**src/sv/allm_pkg.sv**
```systemverilog
`timescale 1ns / 1ps
// ----------------------------------------------------------------------------
// allm_pkg
// shared action and status codes, controller command and status structs
// ----------------------------------------------------------------------------
package allm_pkg;

    localparam logic [2:0] ACT_ADD_FIRST = 3'd0;
    localparam logic [2:0] ACT_ADD_AFTER = 3'd1;
    localparam logic [2:0] ACT_ADD_LAST  = 3'd2;
    localparam logic [2:0] ACT_DEL_FIRST = 3'd3;
    localparam logic [2:0] ACT_DEL_AFTER = 3'd4;
    localparam logic [2:0] ACT_DEL_LAST  = 3'd5;
    localparam logic [2:0] ACT_DEL_ALL   = 3'd6;
    localparam logic [2:0] ACT_READ      = 3'd7;

    localparam logic [1:0] ST_OK    = 2'd0;
    localparam logic [1:0] ST_FULL  = 2'd1;
    localparam logic [1:0] ST_EMPTY = 2'd2;
    localparam logic [1:0] ST_BAD   = 2'd3;

    // datapath operations
    localparam logic [3:0] OP_NONE      = 4'd0;
    localparam logic [3:0] OP_LATCH     = 4'd1;  // capture input beat
    localparam logic [3:0] OP_SCAN_FREE = 4'd2;  // step free search
    localparam logic [3:0] OP_WALK      = 4'd3;  // step pointer walk
    localparam logic [3:0] OP_INS_HEAD  = 4'd4;
    localparam logic [3:0] OP_INS_AFTER = 4'd5;  // after walk pointer
    localparam logic [3:0] OP_REM_HEAD  = 4'd6;
    localparam logic [3:0] OP_REM_AFTER = 4'd7;
    localparam logic [3:0] OP_CLEAR     = 4'd8;
    localparam logic [3:0] OP_ERR       = 4'd9;  // emit error result
    localparam logic [3:0] OP_READ_EMIT = 4'd10; // emit read result
    localparam logic [3:0] OP_WALK_HEAD = 4'd11; // walk pointer to head
    localparam logic [3:0] OP_WALK_POS  = 4'd12; // walk pointer to position
    localparam logic [3:0] OP_CLR_STEP  = 4'd13; // step clear sweep

    typedef struct packed {
        logic [3:0] op;
        logic [1:0] err;
    } t_cmd;

    typedef struct packed {
        logic [2:0] action;
        logic       full;
        logic       empty;
        logic       pos_ok;
        logic       pos_at_end;
        logic       free_hit;   // scan slot is free
        logic       scan_done;  // scan index at last slot
        logic       walk_end;   // walk slot is end of list
        logic       next_end;   // successor of walk slot is end of list
        logic       walk_done;  // walk step budget used
        logic       head_end;
        logic       out_busy;
    } t_stat;

endpackage

```
**src/sv/allm_ctrl.sv**
```systemverilog
`timescale 1ns / 1ps
// ----------------------------------------------------------------------------
// allm_ctrl
// sequencer for list actions, drives datapath commands
// ----------------------------------------------------------------------------
module allm_ctrl (
    input  logic             i_clk,
    input  logic             i_rst_n,
    input  logic             i_in_valid,
    output logic             o_in_ready,
    input  allm_pkg::t_stat  i_stat,
    output allm_pkg::t_cmd   o_cmd
);

    localparam logic [2:0] S_IDLE = 3'd0;
    localparam logic [2:0] S_DEC  = 3'd1;
    localparam logic [2:0] S_FREE = 3'd2;
    localparam logic [2:0] S_WALK = 3'd3;
    localparam logic [2:0] S_EXEC = 3'd4;
    localparam logic [2:0] S_READ = 3'd5;
    localparam logic [2:0] S_WAIT = 3'd6;

    logic [2:0] r_state, n_state;

    always_ff @(posedge i_clk) begin
        if (!i_rst_n) begin
            r_state <= S_IDLE;
        end else begin
            r_state <= n_state;
        end
    end

    assign o_in_ready = (r_state == S_IDLE);

    always_comb begin
        n_state = r_state;
        o_cmd.op = allm_pkg::OP_NONE;
        o_cmd.err = allm_pkg::ST_OK;
        case (r_state)
            S_IDLE: begin
                if (i_in_valid) begin
                    o_cmd.op = allm_pkg::OP_LATCH;
                    n_state = S_DEC;
                end
            end
            S_DEC: begin
                if (!i_stat.out_busy) begin
                    n_state = S_IDLE;
                    case (i_stat.action)
                        allm_pkg::ACT_ADD_FIRST, allm_pkg::ACT_ADD_AFTER,
                        allm_pkg::ACT_ADD_LAST: begin
                            if (i_stat.full) begin
                                o_cmd.op = allm_pkg::OP_ERR;
                                o_cmd.err = allm_pkg::ST_FULL;
                                n_state = S_WAIT;
                            end else if (i_stat.action == allm_pkg::ACT_ADD_AFTER
                                         && !i_stat.pos_ok) begin
                                o_cmd.op = allm_pkg::OP_ERR;
                                o_cmd.err = allm_pkg::ST_BAD;
                                n_state = S_WAIT;
                            end else begin
                                o_cmd.op = allm_pkg::OP_SCAN_FREE;
                                n_state = S_FREE;
                            end
                        end
                        allm_pkg::ACT_DEL_ALL: begin
                            o_cmd.op = allm_pkg::OP_CLEAR;
                            n_state = S_EXEC;
                        end
                        default: begin
                            if (i_stat.empty) begin
                                o_cmd.op = allm_pkg::OP_ERR;
                                o_cmd.err = allm_pkg::ST_EMPTY;
                                n_state = S_WAIT;
                            end else if (i_stat.action == allm_pkg::ACT_DEL_FIRST) begin
                                o_cmd.op = allm_pkg::OP_REM_HEAD;
                                n_state = S_WAIT;
                            end else if (i_stat.action == allm_pkg::ACT_DEL_AFTER) begin
                                if (!i_stat.pos_ok || i_stat.pos_at_end) begin
                                    o_cmd.op = allm_pkg::OP_ERR;
                                    o_cmd.err = allm_pkg::ST_BAD;
                                    n_state = S_WAIT;
                                end else begin
                                    o_cmd.op = allm_pkg::OP_WALK_POS;
                                    n_state = S_EXEC;
                                end
                            end else if (i_stat.action == allm_pkg::ACT_DEL_LAST) begin
                                if (i_stat.head_end) begin
                                    o_cmd.op = allm_pkg::OP_REM_HEAD;
                                    n_state = S_WAIT;
                                end else begin
                                    o_cmd.op = allm_pkg::OP_WALK_HEAD;
                                    n_state = S_WALK;
                                end
                            end else begin
                                o_cmd.op = allm_pkg::OP_WALK_HEAD;
                                n_state = S_READ;
                            end
                        end
                    endcase
                end
            end
            S_FREE: begin
                if (i_stat.free_hit || i_stat.scan_done) begin
                    if (i_stat.action == allm_pkg::ACT_ADD_FIRST || i_stat.empty) begin
                        o_cmd.op = allm_pkg::OP_INS_HEAD;
                        n_state = S_WAIT;
                    end else if (i_stat.action == allm_pkg::ACT_ADD_AFTER) begin
                        o_cmd.op = allm_pkg::OP_WALK_POS;
                        n_state = S_EXEC;
                    end else begin
                        o_cmd.op = allm_pkg::OP_WALK_HEAD;
                        n_state = S_WALK;
                    end
                end else begin
                    o_cmd.op = allm_pkg::OP_SCAN_FREE;
                end
            end
            S_WALK: begin
                // add last: stop at tail; delete last: stop before tail
                if (i_stat.action == allm_pkg::ACT_ADD_LAST) begin
                    if (i_stat.walk_end || i_stat.walk_done) begin
                        n_state = S_EXEC;
                    end else begin
                        o_cmd.op = allm_pkg::OP_WALK;
                    end
                end else if (i_stat.next_end || i_stat.walk_done) begin
                    n_state = S_EXEC;
                end else begin
                    o_cmd.op = allm_pkg::OP_WALK;
                end
            end
            S_EXEC: begin
                if (i_stat.action == allm_pkg::ACT_DEL_ALL) begin
                    if (i_stat.scan_done) begin
                        n_state = S_WAIT;
                    end else begin
                        o_cmd.op = allm_pkg::OP_CLR_STEP;
                    end
                end else if (i_stat.action == allm_pkg::ACT_DEL_AFTER
                             || i_stat.action == allm_pkg::ACT_DEL_LAST) begin
                    o_cmd.op = allm_pkg::OP_REM_AFTER;
                    n_state = S_WAIT;
                end else begin
                    o_cmd.op = allm_pkg::OP_INS_AFTER;
                    n_state = S_WAIT;
                end
            end
            S_READ: begin
                if (!i_stat.out_busy) begin
                    o_cmd.op = allm_pkg::OP_READ_EMIT;
                    if (i_stat.walk_end || i_stat.walk_done) begin
                        n_state = S_WAIT;
                    end
                end
            end
            S_WAIT: begin
                if (!i_stat.out_busy) begin
                    n_state = S_IDLE;
                end
            end
            default: n_state = S_IDLE;
        endcase
    end

endmodule

```
**src/sv/allm_dp.sv**
```systemverilog
`timescale 1ns / 1ps
// ----------------------------------------------------------------------------
// allm_dp
// link and payload stores, head and count, walk and scan pointers, output beat
// ----------------------------------------------------------------------------
module allm_dp #(
    parameter int SLOT_COUNT   = 16,
    parameter int PAYLOAD_BITS = 32
) (
    input  logic                      i_clk,
    input  logic                      i_rst_n,
    input  allm_pkg::t_cmd            i_cmd,
    output allm_pkg::t_stat           o_stat,
    input  logic [2:0]                i_action,
    input  logic [3:0]                i_position,
    input  logic [31:0]               i_name_word,
    input  logic [31:0]               i_level_word,
    input  logic [31:0]               i_device_word,
    output logic                      o_out_valid,
    input  logic                      i_out_ready,
    output logic [1:0]                o_status,
    output logic [4:0]                o_element_count,
    output logic [3:0]                o_slot,
    output logic [31:0]               o_out_name,
    output logic [31:0]               o_out_level,
    output logic [31:0]               o_out_device,
    output logic                      o_last
);

    localparam int SW = (SLOT_COUNT > 1) ? $clog2(SLOT_COUNT) : 1;
    localparam int CW = $clog2(SLOT_COUNT + 1);
    localparam int PW = (PAYLOAD_BITS < 32) ? PAYLOAD_BITS : 32;

    // link bits: used, at_end, next
    logic [SLOT_COUNT-1:0] r_used, r_end;
    logic [SW-1:0]         r_next [SLOT_COUNT];
    logic [3*PAYLOAD_BITS-1:0] r_pay [SLOT_COUNT];
    logic [3*PAYLOAD_BITS-1:0] r_rd;

    logic             r_head_valid;
    logic [SW-1:0]    r_head;
    logic [CW-1:0]    r_count;
    logic [2:0]       r_action;
    logic [3:0]       r_pos;
    logic [3*PAYLOAD_BITS-1:0] r_in_pay;
    logic [SW-1:0]    r_scan;
    logic [SW-1:0]    r_walk;
    logic [CW-1:0]    r_steps;

    logic             r_out_valid;
    logic [1:0]       r_status;
    logic [3:0]       r_slot;
    logic             r_last;
    logic             r_rd_sel;
    logic             r_clr_last;

    logic             pos_in;
    logic [SW-1:0]    pos_s, walk_nx, victim;

    assign pos_in  = ({28'd0, r_pos} < 32'(SLOT_COUNT));
    assign pos_s   = SW'(r_pos);
    assign walk_nx = r_next[r_walk];
    assign victim  = r_next[r_walk];

    always_comb begin
        o_stat.action     = r_action;
        o_stat.full       = (r_count >= CW'(SLOT_COUNT));
        o_stat.empty      = !r_head_valid;
        o_stat.pos_ok     = pos_in && r_used[pos_s];
        o_stat.pos_at_end = r_end[pos_s];
        o_stat.free_hit   = !r_used[r_scan];
        o_stat.scan_done  = (r_scan == SW'(SLOT_COUNT - 1));
        o_stat.walk_end   = r_end[r_walk];
        o_stat.next_end   = r_end[walk_nx];
        o_stat.walk_done  = (r_steps >= CW'(SLOT_COUNT - 1));
        o_stat.head_end   = r_end[r_head];
        o_stat.out_busy   = r_out_valid && !i_out_ready;
    end

    // output beat
    always_ff @(posedge i_clk) begin
        if (!i_rst_n) begin
            r_out_valid <= 1'b0;
        end else if ((i_cmd.op inside {allm_pkg::OP_ERR, allm_pkg::OP_INS_HEAD,
                                       allm_pkg::OP_INS_AFTER, allm_pkg::OP_REM_HEAD,
                                       allm_pkg::OP_REM_AFTER, allm_pkg::OP_READ_EMIT})
                     || (i_cmd.op == allm_pkg::OP_NONE && r_action == allm_pkg::ACT_DEL_ALL
                         && o_stat.scan_done && r_clr_last)) begin
            r_out_valid <= 1'b1;
        end else if (i_out_ready) begin
            r_out_valid <= 1'b0;
        end
    end

    // clear sweep reached the last slot
    always_ff @(posedge i_clk) begin
        if (!i_rst_n) begin
            r_clr_last <= 1'b0;
        end else if (i_cmd.op == allm_pkg::OP_CLEAR) begin
            r_clr_last <= (SLOT_COUNT == 1);
        end else if (i_cmd.op == allm_pkg::OP_CLR_STEP) begin
            r_clr_last <= (r_scan + SW'(1) == SW'(SLOT_COUNT - 1));
        end else begin
            r_clr_last <= 1'b0;
        end
    end

    always_ff @(posedge i_clk) begin
        if (!i_rst_n) begin
            r_used       <= '0;
            r_end        <= '0;
            r_head_valid <= 1'b0;
            r_head       <= '0;
            r_count      <= '0;
        end else begin
            case (i_cmd.op)
                allm_pkg::OP_LATCH: begin
                    r_action <= i_action;
                    r_pos    <= i_position;
                    r_in_pay <= {PAYLOAD_BITS'(i_device_word), PAYLOAD_BITS'(i_level_word),
                                 PAYLOAD_BITS'(i_name_word)};
                    r_scan   <= '0;
                end
                allm_pkg::OP_SCAN_FREE: begin
                    if (!r_used[r_scan]) begin
                    end else begin
                        r_scan <= r_scan + SW'(1);
                    end
                end
                allm_pkg::OP_WALK_HEAD: begin
                    r_walk  <= r_head;
                    r_steps <= '0;
                end
                allm_pkg::OP_WALK_POS: begin
                    r_walk <= pos_s;
                end
                allm_pkg::OP_WALK: begin
                    r_walk  <= walk_nx;
                    r_steps <= r_steps + CW'(1);
                end
                allm_pkg::OP_INS_HEAD: begin
                    r_pay[r_scan]  <= r_in_pay;
                    r_used[r_scan] <= 1'b1;
                    r_end[r_scan]  <= !r_head_valid;
                    r_next[r_scan] <= r_head_valid ? r_head : '0;
                    r_head         <= r_scan;
                    r_head_valid   <= 1'b1;
                    r_count        <= r_count + CW'(1);
                    r_status <= allm_pkg::ST_OK;
                    r_slot   <= 4'(r_scan);
                    r_last   <= 1'b1;
                    r_rd_sel <= 1'b0;
                end
                allm_pkg::OP_INS_AFTER: begin
                    r_pay[r_scan]  <= r_in_pay;
                    r_used[r_scan] <= 1'b1;
                    r_end[r_scan]  <= r_end[r_walk];
                    r_next[r_scan] <= r_next[r_walk];
                    r_end[r_walk]  <= 1'b0;
                    r_next[r_walk] <= r_scan;
                    r_count        <= r_count + CW'(1);
                    r_status <= allm_pkg::ST_OK;
                    r_slot   <= 4'(r_scan);
                    r_last   <= 1'b1;
                    r_rd_sel <= 1'b0;
                end
                allm_pkg::OP_REM_HEAD: begin
                    if (r_end[r_head]) begin
                        r_head_valid <= 1'b0;
                        r_head       <= '0;
                    end else begin
                        r_head <= r_next[r_head];
                    end
                    r_used[r_head] <= 1'b0;
                    r_end[r_head]  <= 1'b0;
                    r_next[r_head] <= '0;
                    if (r_count != '0) r_count <= r_count - CW'(1);
                    r_status <= allm_pkg::ST_OK;
                    r_slot   <= 4'(r_head);
                    r_last   <= 1'b1;
                    r_rd_sel <= 1'b0;
                end
                allm_pkg::OP_REM_AFTER: begin
                    r_end[r_walk]  <= r_end[victim];
                    r_next[r_walk] <= r_next[victim];
                    r_used[victim] <= 1'b0;
                    r_end[victim]  <= 1'b0;
                    r_next[victim] <= '0;
                    if (r_count != '0) r_count <= r_count - CW'(1);
                    r_status <= allm_pkg::ST_OK;
                    r_slot   <= 4'(victim);
                    r_last   <= 1'b1;
                    r_rd_sel <= 1'b0;
                end
                allm_pkg::OP_CLEAR: begin
                    r_head_valid <= 1'b0;
                    r_head       <= '0;
                    r_count      <= '0;
                    r_scan       <= '0;
                    r_used[0]    <= 1'b0;
                    r_end[0]     <= 1'b0;
                    r_next[0]    <= '0;
                end
                allm_pkg::OP_CLR_STEP: begin
                    r_used[r_scan + SW'(1)] <= 1'b0;
                    r_end[r_scan + SW'(1)]  <= 1'b0;
                    r_next[r_scan + SW'(1)] <= '0;
                    r_scan     <= r_scan + SW'(1);
                end
                allm_pkg::OP_ERR: begin
                    r_status <= i_cmd.err;
                    r_slot   <= '0;
                    r_last   <= 1'b1;
                    r_rd_sel <= 1'b0;
                end
                allm_pkg::OP_READ_EMIT: begin
                    r_rd     <= r_pay[r_walk];
                    r_rd_sel <= 1'b1;
                    r_status <= allm_pkg::ST_OK;
                    r_slot   <= 4'(r_walk);
                    r_last   <= r_end[r_walk] || (r_steps >= CW'(SLOT_COUNT - 1));
                    r_walk   <= walk_nx;
                    r_steps  <= r_steps + CW'(1);
                end
                default: ;
            endcase
            if (i_cmd.op == allm_pkg::OP_NONE && r_action == allm_pkg::ACT_DEL_ALL
                && o_stat.scan_done && r_clr_last) begin
                r_status <= allm_pkg::ST_OK;
                r_slot   <= '0;
                r_last   <= 1'b1;
                r_rd_sel <= 1'b0;
            end
        end
    end

    assign o_out_valid     = r_out_valid;
    assign o_status        = r_status;
    assign o_element_count = 5'(r_count);
    assign o_slot          = r_slot;
    assign o_last          = r_last;
    assign o_out_name   = r_rd_sel ? 32'(r_rd[PW-1:0]) : '0;
    assign o_out_level  = r_rd_sel ? 32'(r_rd[PAYLOAD_BITS+PW-1:PAYLOAD_BITS]) : '0;
    assign o_out_device = r_rd_sel ? 32'(r_rd[2*PAYLOAD_BITS+PW-1:2*PAYLOAD_BITS]) : '0;

    a_count_range: assert property (@(posedge i_clk) disable iff (!i_rst_n)
        r_count <= CW'(SLOT_COUNT))
        else $error("count above slot count");
    a_empty_zero: assert property (@(posedge i_clk) disable iff (!i_rst_n)
        !r_head_valid |-> r_count == '0)
        else $error("empty list with nonzero count");
    a_head_used: assert property (@(posedge i_clk) disable iff (!i_rst_n)
        r_head_valid |-> r_used[r_head])
        else $error("head slot not in use");
    a_beat_hold: assert property (@(posedge i_clk) disable iff (!i_rst_n)
        r_out_valid && !i_out_ready |=> $stable(r_slot) && $stable(r_status))
        else $error("stalled beat changed");

endmodule

```
**src/sv/array_linked_list_manager.sv**
```systemverilog
`timescale 1ns / 1ps
// ----------------------------------------------------------------------------
// array_linked_list_manager
// singly linked list in a fixed slot pool, one action per input beat
// ----------------------------------------------------------------------------
// With no output stall an action passes through decode and then steps through
// slots: the free slot search steps slot by slot up to the lowest free one,
// add after and delete after also move the walk pointer to the position, add
// last and delete last walk link by link toward the tail, delete all sweeps all
// SLOT_COUNT slots, and read out gives one beat per element per cycle. Add last
// on a list one short of full is the longest action. The next action is
// accepted in the cycle after the last result beat is taken.
module array_linked_list_manager #(
    parameter int SLOT_COUNT   = 16,
    parameter int PAYLOAD_BITS = 32
) (
    input  logic        i_clk,
    input  logic        i_rst_n,
    input  logic        i_in_valid,
    output logic        o_in_ready,
    input  logic [2:0]  i_action,
    input  logic [3:0]  i_position,
    input  logic [31:0] i_name_word,
    input  logic [31:0] i_level_word,
    input  logic [31:0] i_device_word,
    output logic        o_out_valid,
    input  logic        i_out_ready,
    output logic [1:0]  o_status,
    output logic [4:0]  o_element_count,
    output logic [3:0]  o_slot,
    output logic [31:0] o_out_name,
    output logic [31:0] o_out_level,
    output logic [31:0] o_out_device,
    output logic        o_last
);

    allm_pkg::t_cmd  cmd;
    allm_pkg::t_stat stat;

    allm_ctrl u_ctrl (
        .i_clk      (i_clk),
        .i_rst_n    (i_rst_n),
        .i_in_valid (i_in_valid),
        .o_in_ready (o_in_ready),
        .i_stat     (stat),
        .o_cmd      (cmd)
    );

    allm_dp #(
        .SLOT_COUNT   (SLOT_COUNT),
        .PAYLOAD_BITS (PAYLOAD_BITS)
    ) u_dp (
        .i_clk           (i_clk),
        .i_rst_n         (i_rst_n),
        .i_cmd           (cmd),
        .o_stat          (stat),
        .i_action        (i_action),
        .i_position      (i_position),
        .i_name_word     (i_name_word),
        .i_level_word    (i_level_word),
        .i_device_word   (i_device_word),
        .o_out_valid     (o_out_valid),
        .i_out_ready     (i_out_ready),
        .o_status        (o_status),
        .o_element_count (o_element_count),
        .o_slot          (o_slot),
        .o_out_name      (o_out_name),
        .o_out_level     (o_out_level),
        .o_out_device    (o_out_device),
        .o_last          (o_last)
    );

endmodule
```
**config.mk**
```make
export PLATFORM = sky130hd
export DESIGN_NAME = array_linked_list_manager
export DESIGN_NICKNAME = d
export VERILOG_FILES = /design/src/sv/allm_pkg.sv /design/src/sv/allm_ctrl.sv /design/src/sv/allm_dp.sv /design/src/sv/array_linked_list_manager.sv
export SDC_FILE = /design/constraint.sdc
export NUM_CORES = 2
export LEC_CHECK = 0
export BUFFER_PORTS_ARGS = -buffer_cell sky130_fd_sc_hd__buf_2
export CAP_MARGIN = 10
export CORE_MARGIN = 2
export CORE_UTILIZATION = 50
export CTS_CLUSTER_SIZE = 40
export DETAILED_ROUTE_END_ITERATION = 7
export PLACE_DENSITY = 0.75
export SLEW_MARGIN = 25
export SYNTH_ARGS = -nofsm -noshare
export SYNTH_HDL_FRONTEND = slang
export SYNTH_SLANG_ARGS = --single-unit
```
**constraint.sdc**
```tcl
create_clock -name i_clk -period 23 [get_ports i_clk]
set_input_delay 3.45 -clock i_clk [delete_from_list [all_inputs] [get_ports i_clk]]
set_output_delay 3.45 -clock i_clk [all_outputs]
set_load 0.01 [all_outputs]
```
==> flow_metrics.tcl <==
set metrics [dict create \
    cp_max_fo 44 \
    wire_per_inst_um 31.3 \
    syn_area_per_cell_um2 20.5 \
    worst_ep_arrival_time_ns 8.13 \
    slowest_stage "buf_4" \
    drt_iter0_markers 5815 \
    r2r_slack_ns 16.39 \
    synth_area_leaders "edfxtp_1 73%, mux4_2 16%, dfxtp_1 1.5%" \
    place_area_um2 78700 \
    antenna_found_initial 11 \
    cts-htree-levels 4 \
    ctsResizeCount 0 \
    grt-ovfl-total 0 \
    setup_viol 0 \
    synth.distinct_cells 84 \
    drv_cap 0 \
    skew_ns 0.0397 \
    yosys_warnings 0 \
    grt_pass1_wl_um 278000 \
    coreArea_um2 150000 \
    path_clk_slew_ns 0.06 \
    cpPeakStageDelay_ns 0.85 \
    gp_congestion 0.948 \
    die_x_um 392 \
    port_buffers 216 \
    power_w 0.00894 \
    nets 4058 \
    hold_depth 2 \
    p_per_area_nw_per_um2 106 \
    setup.worst_path.start_class "input port" \
    cp.required_ns 23.42 \
    drtAntennaViolNets 0 \
    power_frac_seq_pct 46.8 \
    worstHoldStart "u_dp.o_element_count[2]" \
    ys_seq_elements 1875 \
    synth-edff-count 1820 \
    final_hold_viol_count 0 \
    min_period_ns 7.71 \
    rr_worst_depth 13 \
    pre_cts_slack_ns 14.55 \
    maxSlewHeadroom_pct 30.2 \
    pwr-share-comb_pct 21.4 \
    row_count 142 \
    whs_ns 0.490 \
    fin_tns_setup_ns 0 \
    drv_slew 0 \
    clockPowerShare_pct 31.8 \
    switching_power_w 0.00263 \
    worst_path_most_repeated_cell "buf_4" \
    outcome "finished clean" \
    drc 0 \
    r2r_start "u_dp.r_scan[1]" \
    dr_total_vias 39178 \
    fmax_mhz 130 \
    r2r_end "u_dp.r_pay[9][3]" \
    async_reset_ff_share_pct 0 \
    dieArea_um2 153000 \
    synth_top_cell_area_share_pct 72.7 \
    setup_ws_ns 15.29 \
    static-leakage-power_nw 27.2 \
    grt_max_degree 143 \
    dp_hpwl_um 105000 \
    timing.final.crit_share_pct 33.5 \
    tightest_slew_ns 1.04 \
    grt_pass1_vias 39633 \
    critPathCaptureType "flip-flop" \
    cts_tree "yes" \
    ctsHoldBuffers 0 \
    synth_top_cell_by_area "edfxtp_1" \
    cts_root_buf "clkbuf_16" \
    crit_type "input port to flip-flop" \
    clk_latency_ns 0.82 \
    syn_to_final_growth_pct 12.5 \
    hold_end "u_dp.o_element_count[2]" \
    cts_sinks 1875 \
    clockBufferDepth 3 \
    syn_area_um2 75100 \
    p_int_w 0.00631 \
    min_path_type "flip-flop to flip-flop" \
    layout-drive-gt1-share_pct 28.1 \
    ir_drop_uv 89.7 \
    synth_ff_type "edfxtp_1" \
    vias_per_cell 6.42 \
    design_area_um2 84600 \
    firstDrtPassIters 8 \
    syn_inst 3667 \
    ioPinCount 217 \
    syn_nets 3786 \
    p_sw_share_pct 29.4 \
    grt.total_usage_pct 25.1 \
    cts_setup_buffers 0 \
    rsz0062_at_grt "no" \
    ys_seq_area_share_pct 74.2 \
    die_h_um 392 \
    drt-total-wl_um 191000 \
    initial_utilization_pct 50.2 \
    critical_path.cell_chain "buf_2 > nor2b_1 > or2_2 > inv_1 > nor2_1 > nand3_1 > nor3_1 > buf_4 > nand2_1 > buf_4 > nor2_4 > buf_4 > buf_4" \
    numCtsBuffers 181 \
]
[power groups by stage]
stage / Sequential, W / Clock (W) / Combinational (W)
after floorplan: 0.00415 / 0 / 0.00129
after global placement: 0.00424 / 0 / 0.00185
after detailed placement: 0.00425 / 0 / 0.00186
after CTS: 0.00418 / 0.00289 / 0.00188
after global routing: 0.00420 / 0.00301 / 0.00201
final: 0.00418 / 0.00284 / 0.00191
[flip-flops by register name, indices dropped and copies added (netlist names), 5 cells and up, named ones only]
name                  cells
u_dp.r_pay             1536
u_dp.r_in_pay            96
u_dp.r_rd                96
u_dp.r_next              64
u_dp.r_used              16
u_dp.o_element_count      5
u_dp.r_steps              5
[routing by layer]
metal  part of all wire (%)  vias to the layer above  track usage [%]
met1                     38                    20480             35.3
li1                       -                    15872                -
met4                    2.6                        2             7.20
met3                    9.8                      330             4.95
met2                     49                     2494             40.3
met5                 0.0037                        -                0
[worst max-delay path, delay by kind of cell]
family	cells	cell delay, ns
buffers and inverters	6	2.42
AND/OR/NAND/NOR	7	2.11
[cell usage after synthesis (5+ instances only)]
cell type and count:
nor2b_1 19, a21oi_1 64, inv_1 20, buf_2 14, o21ai_0 51, a211oi_1 6
mux2i_1 95, a311oi_1 11, nor3_1 36, and2_1 105, o22ai_1 15, buf_1 50
or4_1 8, a31o_2 8, nand4_1 8, nand3b_1 7, dfxtp_1 55, xor2_1 6
ha_1 11, a31oi_1 35, nand2_1 165, nor2_1 112, o31ai_1 27, o31a_1 5
nand3_1 51, a221oi_1 14, mux4_2 538, o21ai_1 7, or3_1 6, edfxtp_1 1820
a22oi_1 6, xnor2_1 6, nand2b_1 12, clkbuf_1 145, and3_1 18, o21a_1 8
a2111oi_0 5, mux2_2 6, o211ai_1 8, a21o_1 8
[area by class of cell]
cell class              instances  area (um^2)
inverters                      22         87.6
clock buffers                 228         4810
multi-input cells            1559        18700
diodes                          1         2.50
clock inverters               106          860
fillers                     10816        65000
repair buffers                300         1870
flip-flops and latches       1875        55800
well taps                    2016         2520
[worst max-delay path by stage]
stage / start / to / slack (ns)
after floorplan: i_out_ready / u_dp.r_used[1] / 13.04
after detailed placement: i_out_ready / u_dp.r_pay[10][26] / 14.55
final: i_out_ready / u_dp.r_pay[9][3] / 15.29
after global placement: i_out_ready / u_dp.r_pay[9][3] / 14.70
after global routing: i_out_ready / u_dp.r_pay[9][3] / 15.15
after CTS: i_out_ready / u_dp.r_pay[9][3] / 15.39
[stage by stage]
step | cells | util (%)
after floorplan | 3667 | -
after global placement | 5767 | 52.6
after detailed placement | 5767 | 52.6
after CTS | 6101 | 56.4
after global routing | 6107 | 56.5
final | 6107 | 56.5
[cell usage in the layout (no fill, tap or decap), drive strengths merged, types with 12 or more instances in the layout]
| cell type | instances |
|---|---|
| a21oi | 65 |
| a221oi | 14 |
| a31oi | 35 |
| and2 | 105 |
| and3 | 18 |
| buf | 300 |
| clkbuf | 228 |
| clkinv | 86 |
| dfxtp | 55 |
| edfxtp | 1820 |
| inv | 25 |
| mux2i | 95 |
| mux4 | 539 |
| nand2 | 165 |
| nand2b | 12 |
| nand3 | 51 |
| nor2 | 113 |
| nor2b | 19 |
| nor3 | 37 |
| o21ai | 58 |
| o22ai | 15 |
| o31ai | 27 |
[logic make-up (layout without fill, tap and decap cells)]
group	count (synthesis)	after routing	synth area share [%]
AO/OA/AOI/OAI	327	327	3.01
XOR/XNOR	12	12	0.140
adder cells (fa/ha/maj)	12	12	0.210
buffers and inverters	233	656	1.21
flip-flops	1875	1875	74.2
multiplexers	640	640	17.5
other	0	1	0
AND/OR/NAND/NOR	568	568	3.72
Power figures use the tool's default switching activity.
